<file path="config.mk">
export PLATFORM = sky130hd
export DESIGN_NAME = tge_obuf
export DESIGN_NICKNAME = d
export VERILOG_FILES = /design/src/tge_pkg.sv /design/src/tge_obuf.sv
export VERILOG_INCLUDE_DIRS = /design/src /design/src/src
export SDC_FILE = /design/constraint.sdc
export NUM_CORES = 1
export LEC_CHECK = 0
export BUFFER_PORTS_ARGS = -buffer_cell sky130_fd_sc_hd__buf_2
export CAP_MARGIN = 25
export CORE_MARGIN = 4
export CORE_UTILIZATION = 35
export CTS_BUF_LIST = sky130_fd_sc_hd__clkbuf_2 sky130_fd_sc_hd__clkbuf_4 sky130_fd_sc_hd__clkbuf_8
export DETAILED_ROUTE_END_ITERATION = 8
export GPL_TIMING_DRIVEN = 0
export HOLD_SLACK_MARGIN = 0.02
export SLEW_MARGIN = 20
export SYNTH_ARGS = -nofsm -noshare
export SYNTH_HDL_FRONTEND = slang
export SYNTH_SLANG_ARGS = --single-unit
</file>
<file path="constraint.sdc">
create_clock -name clk -period 11.08 [get_ports clk]
set_input_delay 2.77 -clock clk [delete_from_list [all_inputs] [get_ports clk]]
set_output_delay 2.77 -clock clk [all_outputs]
set_load 0.02 [all_outputs]
</file>
<file path="src/tensor_gather_engine_top_macros.svh">
// Assertion macros shared by the tensor gather engine RTL.
`ifndef TENSOR_GATHER_ENGINE_TOP_MACROS_SVH
`define TENSOR_GATHER_ENGINE_TOP_MACROS_SVH

`ifndef NO_ASSERTIONS
// Checked outside reset.
`define TGE_ASSERT(lbl, prop, msg) \
  lbl: assert property (@(posedge clk) disable iff (!rst_n) prop) else $error(msg);
// Checked on every edge, reset included.
`define TGE_ASSERT_ALWAYS(lbl, prop, msg) \
  lbl: assert property (@(posedge clk) prop) else $error(msg);
`else
`define TGE_ASSERT(lbl, prop, msg)
`define TGE_ASSERT_ALWAYS(lbl, prop, msg)
`endif

`endif

</file>
<file path="src/tge_pkg.sv">
// Package: shared constants, codes and types of the tensor gather engine.
`timescale 1ns / 1ps
`default_nettype none
package tge_pkg;

  // Store geometry
  localparam int STORE_WORDS = 4096;
  localparam int MAX_INNER   = 64;
  localparam int WORD_BITS   = 64;
  localparam int ADDR_W      = $clog2(STORE_WORDS);

  // Fixed field widths
  localparam int LOAD_ADDR_W = 12;
  localparam int OUT_WORD_W  = 64;
  localparam int IDX_W       = 32;
  localparam int CNT_W       = 13;
  localparam int INNER_W     = 7;
  localparam int TOTAL_W     = 16;
  localparam int CFG_IDX_W   = 2;
  localparam int CFG_DATA_W  = 16;

  // Address arithmetic widths
  localparam int PROD_W = 2 * CNT_W;
  localparam int SPAN_W = PROD_W + INNER_W;
  localparam int OFF_W  = CNT_W + INNER_W;

  localparam logic [CNT_W-1:0] SLAB_LIMIT = '1;

  typedef enum logic [0:0] {
    OP_LOAD   = 1'b0,
    OP_GATHER = 1'b1
  } op_t;

  typedef enum logic [CFG_IDX_W-1:0] {
    REG_SRC_OUTER   = 2'd0,
    REG_SRC_COUNT   = 2'd1,
    REG_SRC_INNER   = 2'd2,
    REG_INDEX_TOTAL = 2'd3
  } cfg_reg_t;

  typedef enum logic [2:0] {
    ST_IDLE,
    ST_WRAP,
    ST_MUL,
    ST_ADD,
    ST_RUN
  } state_t;

  // One store read launched by the controller
  typedef struct packed {
    logic valid;
    logic last;
    logic err;
  } tge_issue_t;

  // One word held in the output queue
  typedef struct packed {
    logic [WORD_BITS-1:0] word;
    logic                 last;
    logic                 err;
  } tge_entry_t;

endpackage
`default_nettype wire

</file>
<file path="src/tge_obuf.sv">
// Output queue: two-entry buffer that catches store read data and drives the result channel.
`timescale 1ns / 1ps
`default_nettype none
`include "tensor_gather_engine_top_macros.svh"
module tge_obuf import tge_pkg::*; (
  input  wire logic                  clk,
  input  wire logic                  rst_n,
  input  wire tge_issue_t            issue,
  input  wire logic [WORD_BITS-1:0]  rd_data,
  output logic                       can_issue,
  output logic                       out_valid,
  input  wire logic                  out_ready,
  output logic [OUT_WORD_W-1:0]      out_word,
  output logic                       out_last,
  output logic                       out_err
);

  tge_issue_t pend_r;
  tge_entry_t fifo_r [2];
  logic [1:0] count_r, count_nxt;
  logic       wr_ptr_r, rd_ptr_r;
  logic       push, pop;
  tge_entry_t push_entry;

  assign push = pend_r.valid;
  assign pop  = out_valid && out_ready;

  always_comb begin
    push_entry.word = pend_r.err ? '0 : rd_data;
    push_entry.last = pend_r.last;
    push_entry.err  = pend_r.err;
    count_nxt       = count_r - {1'b0, pop} + {1'b0, push};
    // a read launched now is pushed from pend_r once its store data returns
    can_issue       = (count_nxt < 2'd2);
  end

  // tracks the read that is in flight in the store
  always_ff @(posedge clk) begin
    if (!rst_n) begin
      pend_r.valid <= 1'b0;
    end else begin
      pend_r.valid <= issue.valid;
    end
    pend_r.last <= issue.last;
    pend_r.err  <= issue.err;
  end

  // queue pointers and fill level
  always_ff @(posedge clk) begin
    if (!rst_n) begin
      count_r  <= '0;
      wr_ptr_r <= 1'b0;
      rd_ptr_r <= 1'b0;
    end else begin
      count_r <= count_nxt;
      if (push) wr_ptr_r <= ~wr_ptr_r;
      if (pop)  rd_ptr_r <= ~rd_ptr_r;
    end
  end

  // queue storage
  always_ff @(posedge clk) begin
    if (push) fifo_r[wr_ptr_r] <= push_entry;
  end

  assign out_valid = (count_r != 2'd0);
  assign out_word  = OUT_WORD_W'(fifo_r[rd_ptr_r].word);
  assign out_last  = fifo_r[rd_ptr_r].last;
  assign out_err   = fifo_r[rd_ptr_r].err;

  `TGE_ASSERT(a_count_max, count_r != 2'd3, "queue count out of range")
  `TGE_ASSERT(a_no_overflow, !(push && !pop && count_r == 2'd2), "word pushed into full queue")
  `TGE_ASSERT(a_idle_stays, (count_r == 2'd0 && !pend_r.valid) |=> (count_r == 2'd0), "word appeared from nothing")

endmodule
`default_nettype wire
</file>
After elaboration in Yosys (flattened, before gate mapping):

Memories as Yosys holds them, arrays and structs flattened. A register that Yosys moved wholly into a read port is not among the register bits.
Index checks and enable logic that the tools add are counted.

* add/sub/neg operators: 2
* magnitude comparators: 1
* mux-type cells: 5
* bitwise logic cells: 2
* reductions and logical operators: 2

Operators with widths (number)
* 64-bit 2-to-1 mux: 1
* 1-bit 2-to-1 mux: 4
* 2-bit by 1-bit adder with 2-bit output: 1
* 2-bit less-than comparator, second input constant: 1
* 1-bit inverter: 2
* 2-bit nonzero test: 1
* 2-bit by 1-bit subtractor with 2-bit output: 1
* 1-bit logical AND: 1

* register bits: 7
* RAM bits: 132
* output and inout port bits: 68
* memories: 1

Memories
* fifo_r: words 2, bits a word 66, rd ports 1, clocked after memory_dff 1, wr ports 1, RTL line tge_obuf.sv:19 `tge_entry_t fifo_r [2];`

Depth between registers and ports, before layout:

* depth in word-level cells: 5
* depth in mapped cells: 6
* depth with buffers taken out: 6

Least setup slack after synthesis:

No wires, ideal clock.

* path type: input to output
* from: input out_ready
* to: output can_issue
* arrival time: 3.701 ns
* slack: 4.609 ns
* cell stages on the path: 5
* buffers on the path: 0
* cells stage by stage: o21a_1 -> ha_1 -> inv_1 -> ha_1 -> xnor3_1

* longest elaborated chain between the ends: 4

RTL lines
* start: declaration: RTL line tge_obuf.sv:12 `input wire logic out_ready,`
* 1-bit logical AND: RTL line tge_obuf.sv:26 `assign pop = out_valid && out_ready;`
* 2-bit by 1-bit subtractor with 2-bit output: RTL line tge_obuf.sv:32 `count_nxt = count_r - {1'b0, pop} + {1'b0, push};`
* 2-bit by 1-bit adder with 2-bit output: RTL line tge_obuf.sv:32
* 2-bit less-than comparator: RTL line tge_obuf.sv:34 `can_issue = (count_nxt < 2'd2);`
* end: declaration: RTL line tge_obuf.sv:10 `output logic can_issue,`

No other way between the ends.

Worst setup path after layout:

* from: input out_ready
* to: output can_issue

* longest elaborated chain between the ends: 4

RTL lines
* 1-bit logical AND: RTL line tge_obuf.sv:26
* via pop: RTL line tge_obuf.sv:22 `logic push, pop;`
* 2-bit by 1-bit subtractor with 2-bit output: RTL line tge_obuf.sv:32
* 2-bit by 1-bit adder with 2-bit output: RTL line tge_obuf.sv:32
* 2-bit less-than comparator: RTL line tge_obuf.sv:34

The timed path passes the listed nets, and every way through them passes these cells.

==> metrics.cfg <==
[outcome]
status=completed

[clock_tree]
cts.sinks=140
cts_tree=done
clockRootBuffer=clkbuf_8
ctsHoldBuffers=0
post_cts_buffers=0
post_cts_resized=0
clkLatencyLatePin_ns=0.43
htree_levels=4
cts_buffer_depth=2
cts_made_buffers=17
path_clk_slew_ns=0.07

[timing]
rsz0062_at_grt=no
worst_slew_pin_slew_ns=0.516
post-route-period-util=0.601
tns_ns=0
layout_min_cycle_time_ns=6.66
worst_slack_ns=4.42
finalHoldViolations=0
max-slew-margin-rel=0.656
max_freq_ghz=0.150
finalHoldWorstSlack_ns=0.440
finalSetupViolCount=0
report.final.slew_viol_count=0
finalClockSkew_ns=0.0111

[yosys]
yosysSeqAreaShare=0.728
synth_cell_type_count=19
ys_ff_latch=140
syn_inst=302
synthTopCellsByArea=edfxtp_1 70%, mux2_4 11%, nor2b_1 6.7%, mux2_2 5.2%, dfxtp_1 2.8%
netlist_area_mm2=0.00567
netlist.area_leader.share=0.700
yosys.area.top_type=edfxtp_1
syn_nets=374
syn_area_per_cell_um2=18.8
yosysWarningCount=0

[cells_and_area]
regArea_mm2=0.00412
drive_gt1_frac=0.522
n_antenna_cell=0
fillers=1472
final_nets=534
area_growth_syn_to_layout_pct=25.6
final_core_util=0.448
multi_input_area_mm2=0.00145
stdcell_count=691

[power_and_ir_drop]
clockPowerShare=0.301
swShare=0.276
p_per_area_mw_per_mm2=193
irDropWorstVdd_uv=99.5
p_comb_frac=0.253
intPower_w=0.000992
pwr-share-seq=0.446
power.leakage_nw=2.75
p_sw_w=0.000379

[drt]
dr.first_iter.drc_count=131
wl_per_cell_um=15.5
firstDrtPassIters=4
drt_wl_total_mm=10.7
via_per_inst=4.34
vias=2999
post-route-drc-count=0
ant_nets=0

[worst_setup_path]
crit_path_max_fanout=3
endpoint_kind=primary output
critPathMaxStageDelay_ns=0.29
crit_arrival_ns=3.89
startpoint_type=input port
cp.required_ns=8.31
worst-setup-path-type=in2out
slowest_stage=ha_1
worstPathCellList=buf_2 > o21a_1 > ha_1 > inv_1 > ha_1 > xnor3_1 > buf_2
rrSetupSlack_ns=9.53

[placement]
dp_cells=659
io_buffer_count=137
place_ws_ns=4.40
place.gp.congestion=0.719
hpwl_mm=7.34

[global_route]
grt_pass1_wl_mm=16.7
grt_overflow=0
grt_max_degree=35
antenna_found_initial=0
grt_pass1_vias=3278
track_usage=0.121

[worst_hold_path]
hp-class=reg2reg

[floorplanning]
die_h_um=135
die_area_mm2=0.0183
initial_core_util=0.357
placementRows=46
die_width_um=135
io_pins=138
core-area_mm2=0.0159

[job]
cap_violations=0

## critical path, delay by kind of cell
| kind | cells | cell delay [ns] |
|---|---|---|
| AO/OA/AOI/OAI | 1 | 0.15 |
| buffers and inverters | 3 | 0.31 |
| adder cells (fa/ha/maj) | 2 | 0.46 |
| XOR/XNOR | 1 | 0.22 |
## through the flow
stage / instance area (um^2) / total power, W
final: 7110 / 0.00137
after global routing: 7110 / 0.00144
after CTS: 7110 / 0.00139
after detailed placement: 6710 / 0.000977
after global placement: 6620 / 0.000972
after floorplan: 5670 / 0.000877
## synth_stat cells, drive strengths merged
master,number
nor2b,61
nand2,1
clkbuf,6
and2b,6
nand2b,1
or2,1
mux2,66
inv,2
edfxtp,132
dfxtp,8
and2,3
buf,8
ha,2
xnor3,1
mux2i,2
o21a,2
## layout by cell type, fill, tap and decap left out, drive strengths merged
cell type / instances
clkinvlp: 2
o21a: 2
mux2i: 2
xnor3: 1
and2b: 6
inv: 2
nand2b: 1
clkinv: 8
and2: 3
bufinv: 3
nor2b: 61
buf: 149
ha: 2
dfxtp: 8
clkbuf: 25
or2: 1
nand2: 1
mux2: 66
edfxtp: 132
## area by class of cell
class / count / area share
multi-input combinational: 146 / 0.204
sequential: 140 / 0.580
buffer: 14 / 0.0135
clock buffer: 19 / 0.0350
tap: 216 / 0.0380
clock inverter: 13 / 0.0211
timing repair buffer: 141 / 0.108
inverter: 2 / 0.00106
## worst paths after layout
path,cells past startpoint,start,to
max,7,out_ready,can_issue
min,0,pend_r[1],fifo_r[0][1]
max reg2reg,3,push,fifo_r[0][38]
min reg2reg,0,pend_r[1],fifo_r[0][1]
## flip-flops by register name, summed over array words and instances (netlist names), named ones only
name	count
fifo_r	132
count_r	2
pend_r	2
push	1
rd_ptr_r	1
wr_ptr_r	1
## kinds of logic after synthesis
kind of cell               Yosys count  share of synthesized area
and+or+nand+nor                     73                     0.0815
DFF                                140                      0.728
AOI/OAI and AO/OA                    2                    0.00265
muxes                               68                      0.161
buffers and inverters               16                     0.0183
adders and majority gates            2                    0.00442
xor gates and xnor gates             1                    0.00397
## power by group through the flow
stage / registers [W] / clock network (W) / logic (W)
after floorplan: 0.000622 / 0 / 0.000255
after global placement: 0.000624 / 0 / 0.000348
after detailed placement: 0.000623 / 0 / 0.000354
after CTS: 0.000611 / 0.000428 / 0.000355
after global routing: 0.000613 / 0.000452 / 0.000371
final: 0.000611 / 0.000412 / 0.000347
## metal layers
metal  up-vias  wire (um)  track usage
li1       1434          -            -
met1      1455       4280        0.129
met2        96       5540        0.211
met3        14        746       0.0524
met4         0        160       0.0482
met5         -          0            0
No activity file was read; power rests on OpenSTA's default activity.
