[config.mk]
export PLATFORM = sky130hd
export DESIGN_NAME = tge_ctrl
export DESIGN_NICKNAME = d
export VERILOG_FILES = /design/src/tge_pkg.sv /design/src/tge_ctrl.sv
export VERILOG_INCLUDE_DIRS = /design/src /design/src/src
export SDC_FILE = /design/constraint.sdc
export NUM_CORES = 2
export LEC_CHECK = 0
export BUFFER_PORTS_ARGS = -buffer_cell sky130_fd_sc_hd__buf_2
export CAP_MARGIN = 0
export CORE_MARGIN = 3
export CORE_UTILIZATION = 28
export DETAILED_ROUTE_END_ITERATION = 10
export SYNTH_ARGS = -nofsm -noshare
export SYNTH_HDL_FRONTEND = slang
export SYNTH_SLANG_ARGS = --single-unit
[constraint.sdc]
create_clock -name clk -period 7.77 [get_ports clk]
set_input_delay 0.777 -clock clk [delete_from_list [all_inputs] [get_ports clk]]
set_output_delay 0.777 -clock clk [all_outputs]
set_load 0.01 [all_outputs]
[src/tensor_gather_engine_top_macros.svh]
// Assertion macros shared by the tensor gather engine RTL.
`ifndef TENSOR_GATHER_ENGINE_TOP_MACROS_SVH
`define TENSOR_GATHER_ENGINE_TOP_MACROS_SVH

`ifndef NO_ASSERTIONS
// Checked outside reset.
`define TGE_ASSERT(lbl, prop, msg) \
  lbl: assert property (@(posedge clk) disable iff (!rst_n) prop) else $error(msg);
// Checked on every edge, reset included.
`define TGE_ASSERT_ALWAYS(lbl, prop, msg) \
  lbl: assert property (@(posedge clk) prop) else $error(msg);
`else
`define TGE_ASSERT(lbl, prop, msg)
`define TGE_ASSERT_ALWAYS(lbl, prop, msg)
`endif

`endif

[src/tge_pkg.sv]
// Package: shared constants, codes and types of the tensor gather engine.
`timescale 1ns / 1ps
`default_nettype none
package tge_pkg;

  // Store geometry
  localparam int STORE_WORDS = 4096;
  localparam int MAX_INNER   = 64;
  localparam int WORD_BITS   = 64;
  localparam int ADDR_W      = $clog2(STORE_WORDS);

  // Fixed field widths
  localparam int LOAD_ADDR_W = 12;
  localparam int OUT_WORD_W  = 64;
  localparam int IDX_W       = 32;
  localparam int CNT_W       = 13;
  localparam int INNER_W     = 7;
  localparam int TOTAL_W     = 16;
  localparam int CFG_IDX_W   = 2;
  localparam int CFG_DATA_W  = 16;

  // Address arithmetic widths
  localparam int PROD_W = 2 * CNT_W;
  localparam int SPAN_W = PROD_W + INNER_W;
  localparam int OFF_W  = CNT_W + INNER_W;

  localparam logic [CNT_W-1:0] SLAB_LIMIT = '1;

  typedef enum logic [0:0] {
    OP_LOAD   = 1'b0,
    OP_GATHER = 1'b1
  } op_t;

  typedef enum logic [CFG_IDX_W-1:0] {
    REG_SRC_OUTER   = 2'd0,
    REG_SRC_COUNT   = 2'd1,
    REG_SRC_INNER   = 2'd2,
    REG_INDEX_TOTAL = 2'd3
  } cfg_reg_t;

  typedef enum logic [2:0] {
    ST_IDLE,
    ST_WRAP,
    ST_MUL,
    ST_ADD,
    ST_RUN
  } state_t;

  // One store read launched by the controller
  typedef struct packed {
    logic valid;
    logic last;
    logic err;
  } tge_issue_t;

  // One word held in the output queue
  typedef struct packed {
    logic [WORD_BITS-1:0] word;
    logic                 last;
    logic                 err;
  } tge_entry_t;

endpackage
`default_nettype wire

[src/tge_ctrl.sv]
// Controller: config registers, slab counters, slice address math and read launch.
`timescale 1ns / 1ps
`default_nettype none
`include "tensor_gather_engine_top_macros.svh"
module tge_ctrl import tge_pkg::*; (
  input  wire logic                    clk,
  input  wire logic                    rst_n,
  // input words
  input  wire logic                    in_valid,
  output logic                         in_ready,
  input  wire logic                    in_operation,
  input  wire logic [LOAD_ADDR_W-1:0]  in_load_address,
  input  wire logic [OUT_WORD_W-1:0]   in_load_word,
  input  wire logic [IDX_W-1:0]        in_gather_index,
  // config writes
  input  wire logic                    cfg_valid,
  output logic                         cfg_ready,
  input  wire logic [CFG_IDX_W-1:0]    cfg_index,
  input  wire logic [CFG_DATA_W-1:0]   cfg_data,
  // store access
  output logic                         ram_we,
  output logic [ADDR_W-1:0]            ram_waddr,
  output logic [WORD_BITS-1:0]         ram_wdata,
  output logic [ADDR_W-1:0]            ram_raddr,
  // output queue handshake
  input  wire logic                    can_issue,
  output tge_issue_t                   issue
);

  state_t state_r, state_nxt;

  logic [CNT_W-1:0]   src_outer_r, src_count_r;
  logic [INNER_W-1:0] src_inner_r;
  logic [TOTAL_W-1:0] index_total_r;

  logic [CNT_W-1:0]   slab_number_r;
  logic [TOTAL_W-1:0] index_position_r;

  logic [IDX_W-1:0]   idx_r;
  logic [CNT_W-1:0]   widx_r;
  logic               bad_r;
  logic [PROD_W-1:0]  prod_r;
  logic [INNER_W-1:0] inner_r;
  logic [SPAN_W-1:0]  base_r;
  logic [OFF_W-1:0]   off_r;
  logic [SPAN_W-1:0]  addr_r;
  logic [INNER_W-1:0] k_r;

  logic               accept;
  logic               cfg_we;
  logic [IDX_W:0]     idx_ext;
  logic [IDX_W:0]     wrapped;
  logic               wrap_bad;
  logic [INNER_W-1:0] inner_len;
  logic [TOTAL_W-1:0] total_eff;
  logic [TOTAL_W:0]   pos_inc;
  logic               issue_fire;
  logic               is_last;

  assign accept    = in_valid && in_ready;
  assign cfg_ready = 1'b1;
  assign cfg_we    = cfg_valid && cfg_ready;

  // load words go straight to the store
  assign ram_we    = accept && (in_operation == OP_LOAD) &&
                     (32'(in_load_address) < 32'(STORE_WORDS));
  assign ram_waddr = ADDR_W'(in_load_address);
  assign ram_wdata = in_load_word[WORD_BITS-1:0];
  assign ram_raddr = addr_r[ADDR_W-1:0];

  // config registers
  always_ff @(posedge clk) begin
    if (!rst_n) begin
      src_outer_r   <= CNT_W'(1);
      src_count_r   <= CNT_W'(1);
      src_inner_r   <= INNER_W'(1);
      index_total_r <= TOTAL_W'(1);
    end else if (cfg_we) begin
      case (cfg_reg_t'(cfg_index))
        REG_SRC_OUTER:   src_outer_r   <= cfg_data[CNT_W-1:0];
        REG_SRC_COUNT:   src_count_r   <= cfg_data[CNT_W-1:0];
        REG_SRC_INNER:   src_inner_r   <= cfg_data[INNER_W-1:0];
        REG_INDEX_TOTAL: index_total_r <= cfg_data[TOTAL_W-1:0];
        default: ;
      endcase
    end
  end

  // index wrap and range check
  always_comb begin
    idx_ext  = {idx_r[IDX_W-1], idx_r};
    wrapped  = idx_r[IDX_W-1] ? idx_ext + (IDX_W+1)'(src_count_r) : idx_ext;
    wrap_bad = wrapped[IDX_W] || (wrapped >= (IDX_W+1)'(src_count_r)) ||
               (slab_number_r >= src_outer_r);
    if (src_inner_r == '0) begin
      inner_len = INNER_W'(1);
    end else if (src_inner_r > INNER_W'(MAX_INNER)) begin
      inner_len = INNER_W'(MAX_INNER);
    end else begin
      inner_len = src_inner_r;
    end
    total_eff = (index_total_r == '0) ? TOTAL_W'(1) : index_total_r;
    pos_inc   = (TOTAL_W+1)'(index_position_r) + 1'b1;
  end

  // slab counters move on once per gather word
  always_ff @(posedge clk) begin
    if (!rst_n) begin
      slab_number_r    <= '0;
      index_position_r <= '0;
    end else if (state_r == ST_WRAP) begin
      if (pos_inc >= (TOTAL_W+1)'(total_eff)) begin
        index_position_r <= '0;
        if (slab_number_r < SLAB_LIMIT) begin
          slab_number_r <= slab_number_r + 1'b1;
        end
      end else begin
        index_position_r <= pos_inc[TOTAL_W-1:0];
      end
    end
  end

  // address pipeline: wrap, multiply, add, then walk the slice
  always_ff @(posedge clk) begin
    case (state_r)
      ST_IDLE: begin
        if (accept) idx_r <= in_gather_index;
      end
      ST_WRAP: begin
        widx_r  <= wrapped[CNT_W-1:0];
        bad_r   <= wrap_bad;
        prod_r  <= PROD_W'(slab_number_r) * PROD_W'(src_count_r);
        inner_r <= inner_len;
      end
      ST_MUL: begin
        base_r <= SPAN_W'(prod_r) * SPAN_W'(inner_r);
        off_r  <= OFF_W'(widx_r) * OFF_W'(inner_r);
      end
      ST_ADD: begin
        addr_r <= base_r + SPAN_W'(off_r);
        k_r    <= '0;
      end
      ST_RUN: begin
        if (issue_fire) begin
          addr_r <= addr_r + 1'b1;
          k_r    <= k_r + 1'b1;
        end
      end
      default: ;
    endcase
  end

  // state register
  always_ff @(posedge clk) begin
    if (!rst_n) begin
      state_r <= ST_IDLE;
    end else begin
      state_r <= state_nxt;
    end
  end

  // next state and read launch
  always_comb begin
    state_nxt  = state_r;
    in_ready   = 1'b0;
    issue_fire = 1'b0;
    is_last    = (k_r == INNER_W'(inner_r - 1'b1));
    case (state_r)
      ST_IDLE: begin
        in_ready = 1'b1;
        if (accept && (in_operation == OP_GATHER)) state_nxt = ST_WRAP;
      end
      ST_WRAP: state_nxt = ST_MUL;
      ST_MUL:  state_nxt = ST_ADD;
      ST_ADD:  state_nxt = ST_RUN;
      ST_RUN: begin
        issue_fire = can_issue;
        if (can_issue && is_last) state_nxt = ST_IDLE;
      end
      default: state_nxt = ST_IDLE;
    endcase
    issue.valid = issue_fire;
    issue.last  = is_last;
    issue.err   = bad_r || (addr_r >= SPAN_W'(STORE_WORDS));
  end

  `TGE_ASSERT(a_k_in_slice, (state_r == ST_RUN) |-> (k_r < inner_r), "slice count overran")
  `TGE_ASSERT(a_last_ends, (issue.valid && issue.last) |=> (state_r == ST_IDLE), "last read did not end item")
  `TGE_ASSERT(a_inner_clamped, (state_r == ST_RUN) |-> (inner_r != '0 && inner_r <= INNER_W'(MAX_INNER)), "slice length out of range")
  `TGE_ASSERT(a_no_accept_busy, (state_r != ST_IDLE) |-> !ram_we, "load taken while gathering")

endmodule
`default_nettype wire

# After elaboration in Yosys (flattened, before gate mapping)
# Index checks and enable logic that the tools add are counted.
[word_totals] ff_bits=253 input_bits=132 out_inout_bits=94
[op_classes] n_addsub=7 multipliers=3 n_lt_le_gt_ge=6 eq_ne=11 mux=13 n_bitwise=1 reduce_logical=21
[op_table] op="$mux W33" count=2
[op_table] op="$pmux W33 S2" count=1
[op_table] op="$add A32 B14 Y33" count=1
[op_table] op="$add A33 B1 Y33 const B" count=1
[op_table] op="$add A33 B20 Y33" count=1
[op_table] op="$ge A33 B13 Y1" count=1
[op_table] op="$ge A33 B13 Y1 const B" count=1
[op_table] op="$mul A26 B7 Y33" count=1
[op_table] op="$mux W16" count=2
[op_table] op="$mul A13 B13 Y26" count=1
[op_table] op="$mul A13 B7 Y20" count=1
[op_table] op="$add A16 B1 Y17 const B" count=1
[op_table] op="$ge A17 B16 Y1" count=1
[op_table] op="$logic_not A16 Y1" count=1
[op_table] op="$pmux W3 S5" count=1
[op_table] op="$mux W7" count=2
[op_table] op="$pmux W7 S2" count=1
[op_table] op="$reduce_and A2 Y1" count=7
[op_table] op="$add A13 B1 Y13 const B" count=1
[op_table] op="$ge A13 B13 Y1" count=1
[op_table] op="$lt A13 B13 Y1 const B" count=1
[op_table] op="$add A7 B1 Y7 const B" count=1
[op_table] op="$eq A7 B7 Y1" count=1
[op_table] op="$gt A7 B7 Y1 const B" count=1
[op_table] op="other kinds (18)" count=29

# Depth between registers and ports, before layout
[logic_depth] ltp_word=6 ltp_mapped=23

# Worst setup path before layout
# Ideal clock, no wire load.
[synth_path] kind="reg2reg" start="register src_count_r[3]" end="register prod_r[25], data pin" setup_time_ns=0.260 arrival_ns=5.409 required_time_ns=7.510 path_slack_ns=2.101 path_stages_with_launch=23 path_buffers=1 cell_sequence="dfxtp_1 > buf_1 > and2_1 > fa_1 > inv_1 > fa_1 > inv_1 > fa_1 > inv_1 > fa_1 > fa_1 > inv_1 > ha_1 > o21a_1 > o21a_1 > a2111oi_4 > o31ai_1 > o21ai_2 > a21boi_1 > a221oi_2 > o21ai_1 > a21oi_1 > xnor2_1"
[synth_via] elab_chain_cells=1
[synth_rtl] element="from (decl)" line_no="tge_ctrl.sv:32" source="logic [CNT_W-1:0] src_outer_r, src_count_r;"
[synth_rtl] element="from (signal assigned)" line_no="tge_ctrl.sv:81" source="REG_SRC_COUNT: src_count_r <= cfg_data[CNT_W-1:0];"
[synth_rtl] element="$mul A13 B13 Y26" line_no="tge_ctrl.sv:132" source="prod_r <= PROD_W'(slab_number_r) * PROD_W'(src_count_r);"
[synth_rtl] element="to (signal assigned)" line_no="tge_ctrl.sv:132"
[synth_rtl] element="to (decl)" line_no="tge_ctrl.sv:42" source="logic [PROD_W-1:0] prod_r;"
# Every way passes these cells.
# A chain may end at the register's enable or synchronous reset.

# Worst setup path after layout
[layout_path] start="register slab_number_r[6]" end="register prod_r[25], data pin"
[layout_via] elab_chain_cells=1
[layout_rtl] element="from (decl)" line_no="tge_ctrl.sv:36" source="logic [CNT_W-1:0] slab_number_r;"
[layout_rtl] element="from (signal assigned)" line_no="tge_ctrl.sv:115" source="slab_number_r <= slab_number_r + 1'b1;"
[layout_rtl] element="$mul A13 B13 Y26" line_no="tge_ctrl.sv:132"
# Every way passes these cells.

==> flow_summary.json <==
{
  "startpoint_type": "flip-flop",
  "grt_pass1_vias": 19840,
  "leakagePower_nw": 13.29,
  "worstPathMaxFanout": 13,
  "cts_tree": "done",
  "r2r-end": "prod_r[25]",
  "combPwrFrac": 0.365,
  "ant_nets": 0,
  "vias": 19350,
  "p_per_area_nw_per_um2": 163.9,
  "die_y_um": 320.4,
  "cts_made_buffers": 29,
  "swShare": 0.3554,
  "clock_sinks": 253,
  "path_clk_slew_ns": 0.07,
  "finalMaxSlewViolations": 0,
  "syn_area_per_cell_um2": 9.180,
  "ir_drop_mv": 0.1555,
  "gp_congestion": 0.8574,
  "final_cell_mix": "inv_1 (451), nand2_1 (422), fa_1 (296), ha_1 (241), and2_1 (215)",
  "p_clk_frac": 0.287,
  "fin_ws_ns": 1.671,
  "max_freq_ghz": 0.1640,
  "setup_tns_ns": 0,
  "synth_nets": 3683,
  "diodes": 0,
  "final.fill_count": 10200,
  "synth.distinct_cells": 81,
  "initial_utilization": 0.2844,
  "clk_latency_ns": 0.61,
  "dieArea_um2": 102600,
  "first_pass_iters": 5,
  "ioPinCount": 226,
  "htreeDepth": 1,
  "synth-seq-cells": 253,
  "drcViolationCount": 0,
  "worstMarginPinSlew_ns": 1.073,
  "grt_pass1_wl_mm": 105.8,
  "core_area_um2": 97280,
  "rrSetupSlack_ns": 1.67,
  "critical_path_class": "reg -> reg",
  "r2r_cells": 22,
  "seq_area_um2": 6787,
  "end_kind": "flip-flop",
  "hold_end": "idx_r[0]",
  "ys.flop_type": "edfxtp_1",
  "netSwitchingPower_mw": 1.731,
  "num_rows": 114,
  "r2r_start": "slab_number_r[6]",
  "multi_input_comb_area_um2": 18160,
  "drive_above_1_share": 0.06382,
  "netlist_area_um2": 27670,
  "layout_commonest_cell": "inv_1",
  "seqPwrFrac": 0.348,
  "antenna_found_initial": 1,
  "p_total_mw": 4.871,
  "synth_warnings": 0,
  "clock_skew_ns": 0.02792,
  "hold_start": "in_gather_index[0]",
  "rsz0062_at_grt": "no",
  "slew_headroom": 0.2847,
  "cts_resized": 0,
  "clockRootBuffer": "clkbuf_16",
  "dp_hpwl_mm": 49.84,
  "fin_crit_ns": 6.099,
  "grt_use_total": 0.1249,
  "ctsHoldBuffers": 0,
  "ys_seq_area_frac": 0.2453,
  "min_path_cells": 1,
  "cap_viol_max_count": 0,
  "syn_to_final_growth_pct": 7.416,
  "setup_viol": 0,
  "cts_buffer_depth": 3,
  "async_flop_share": 0,
  "nNetsFinal": 3623,
  "overflow": 0,
  "synthCells": 3014,
  "drt-initial-drc-count": 985,
  "post-place-ws_ns": 1.731,
  "final_hold_viol_count": 0,
  "hold_path.class": "in -> reg",
  "outcome": "finished clean",
  "synth-edff-count": 172,
  "die_w_um": 320.4,
  "min_period_over_period": 0.7849,
  "internal_power_mw": 3.140,
  "cts_setup_buffers": 0,
  "port_buffers": 72,
  "vias_per_cell": 4.549,
  "grt_max_degree": 82,
  "wl_mm": 62.99,
  "wl_per_cell_um": 14.81,
  "cp.required_ns": 8.10,
  "worstPathArrival_ns": 6.43
}
-- worst max path at each step --
stage / end / from
finish: prod_r[25] / slab_number_r[6]
global route: prod_r[25] / slab_number_r[6]
CTS: prod_r[25] / slab_number_r[6]
detailed placement: prod_r[25] / slab_number_r[6]
global placement: prod_r[25] / slab_number_r[7]
floorplan: prod_r[25] / src_count_r[3]
-- through the flow --
| step | area [um^2] | utilization | instances | hold WS [ns] |
|---|---|---|---|---|
| 2_1_floorplan | 27670 | - | 3014 | 0.4425 |
| 3_3_place_gp | 28760 | 0.2957 | 4199 | 0.4534 |
| 3_5_place_dp | 28760 | 0.2957 | 4199 | 0.4599 |
| 4_1_cts | 29720 | 0.3055 | 4253 | 0.2957 |
| 5_1_grt | 29720 | 0.3055 | 4253 | 0.3044 |
| 6_report | 29720 | 0.3055 | 4253 | 0.3414 |
-- power by group through the flow --
stage	clock, mW	combinational (mW)	sequential [mW]
2_1_floorplan	0	1.42	1.68
3_3_place_gp	0	1.75	1.72
3_5_place_dp	0	1.77	1.72
4_1_cts	1.45	1.78	1.69
5_1_grt	1.50	2.04	1.71
6_report	1.40	1.78	1.70
-- metal layers --
layer / track usage / up-vias / routed length [um]
met5: 0 / - / 13
met4: 0.02003 / 2 / 1046
met3: 0.02202 / 63 / 3441
met2: 0.1909 / 422 / 26310
met1: 0.1867 / 9351 / 32180
li1: - / 9511 / -
-- kinds of logic (layout without fill, tap and decap cells) --
logic type,after synthesis,count (layout),synth area share
flip-flops,253,253,0.2453
buffers and inverters,638,601,0.09890
adder cells (fa/ha/maj),537,537,0.3231
multiplexers,17,17,0.006557
AND/OR/NAND/NOR,1014,1014,0.1788
other,1,1,0.0001355
XOR/XNOR,161,161,0.05096
AO/OA/AOI/OAI,393,393,0.09623
-- sequential cells by signal, indices dropped and copies added, names as in the netlist --
register	cells
src_inner_r	7
idx_r	32
index_position_r	16
index_total_r	16
src_outer_r	13
state_r	3
off_r	20
slab_number_r	13
k_r	7
widx_r	13
src_count_r	13
prod_r	26
addr_r	33
base_r	33
inner_r	7
bad_r	1
-- area by class of cell --
cell class                      instances  share of cell area
Multi-Input combinational cell       2123              0.6109
Sequential cell                       253              0.2283
Inverter                              454             0.05734
Tap cell                             1276             0.05372
Clock buffer                           30             0.02454
Timing Repair Buffer                   93             0.01743
Clock inverter                         24            0.007746
-- Yosys cell counts, drive strengths merged (82+ instances only) --
master,n,area (um^2)
clkbuf,90,337.8
xnor2,111,972.2
and2,215,1345
ha,241,3015
inv,452,1697
nand2,423,1595
fa,296,5926
a21oi,99,510.5
nor2,133,499.2
o21ai,82,417.9
edfxtp,172,5165
buf,94,694.4
-- critical path, cell delays in order, from the launching register on --
cell,delay [ns]
dfxtp_1,0.65
inv_1,0.22
nor2_1,0.20
fa_1,0.43
inv_1,0.09
fa_1,0.38
inv_1,0.09
fa_1,0.41
inv_1,0.08
fa_1,0.43
fa_1,0.54
inv_1,0.04
ha_1,0.34
o21a_1,0.20
o21a_1,0.21
a2111oi_4,0.33
o31ai_1,0.18
o21ai_2,0.15
a21boi_1,0.12
a221oi_2,0.35
o21ai_1,0.13
a21oi_1,0.18
xnor2_1,0.08
(Power assumes the default switching activity.)
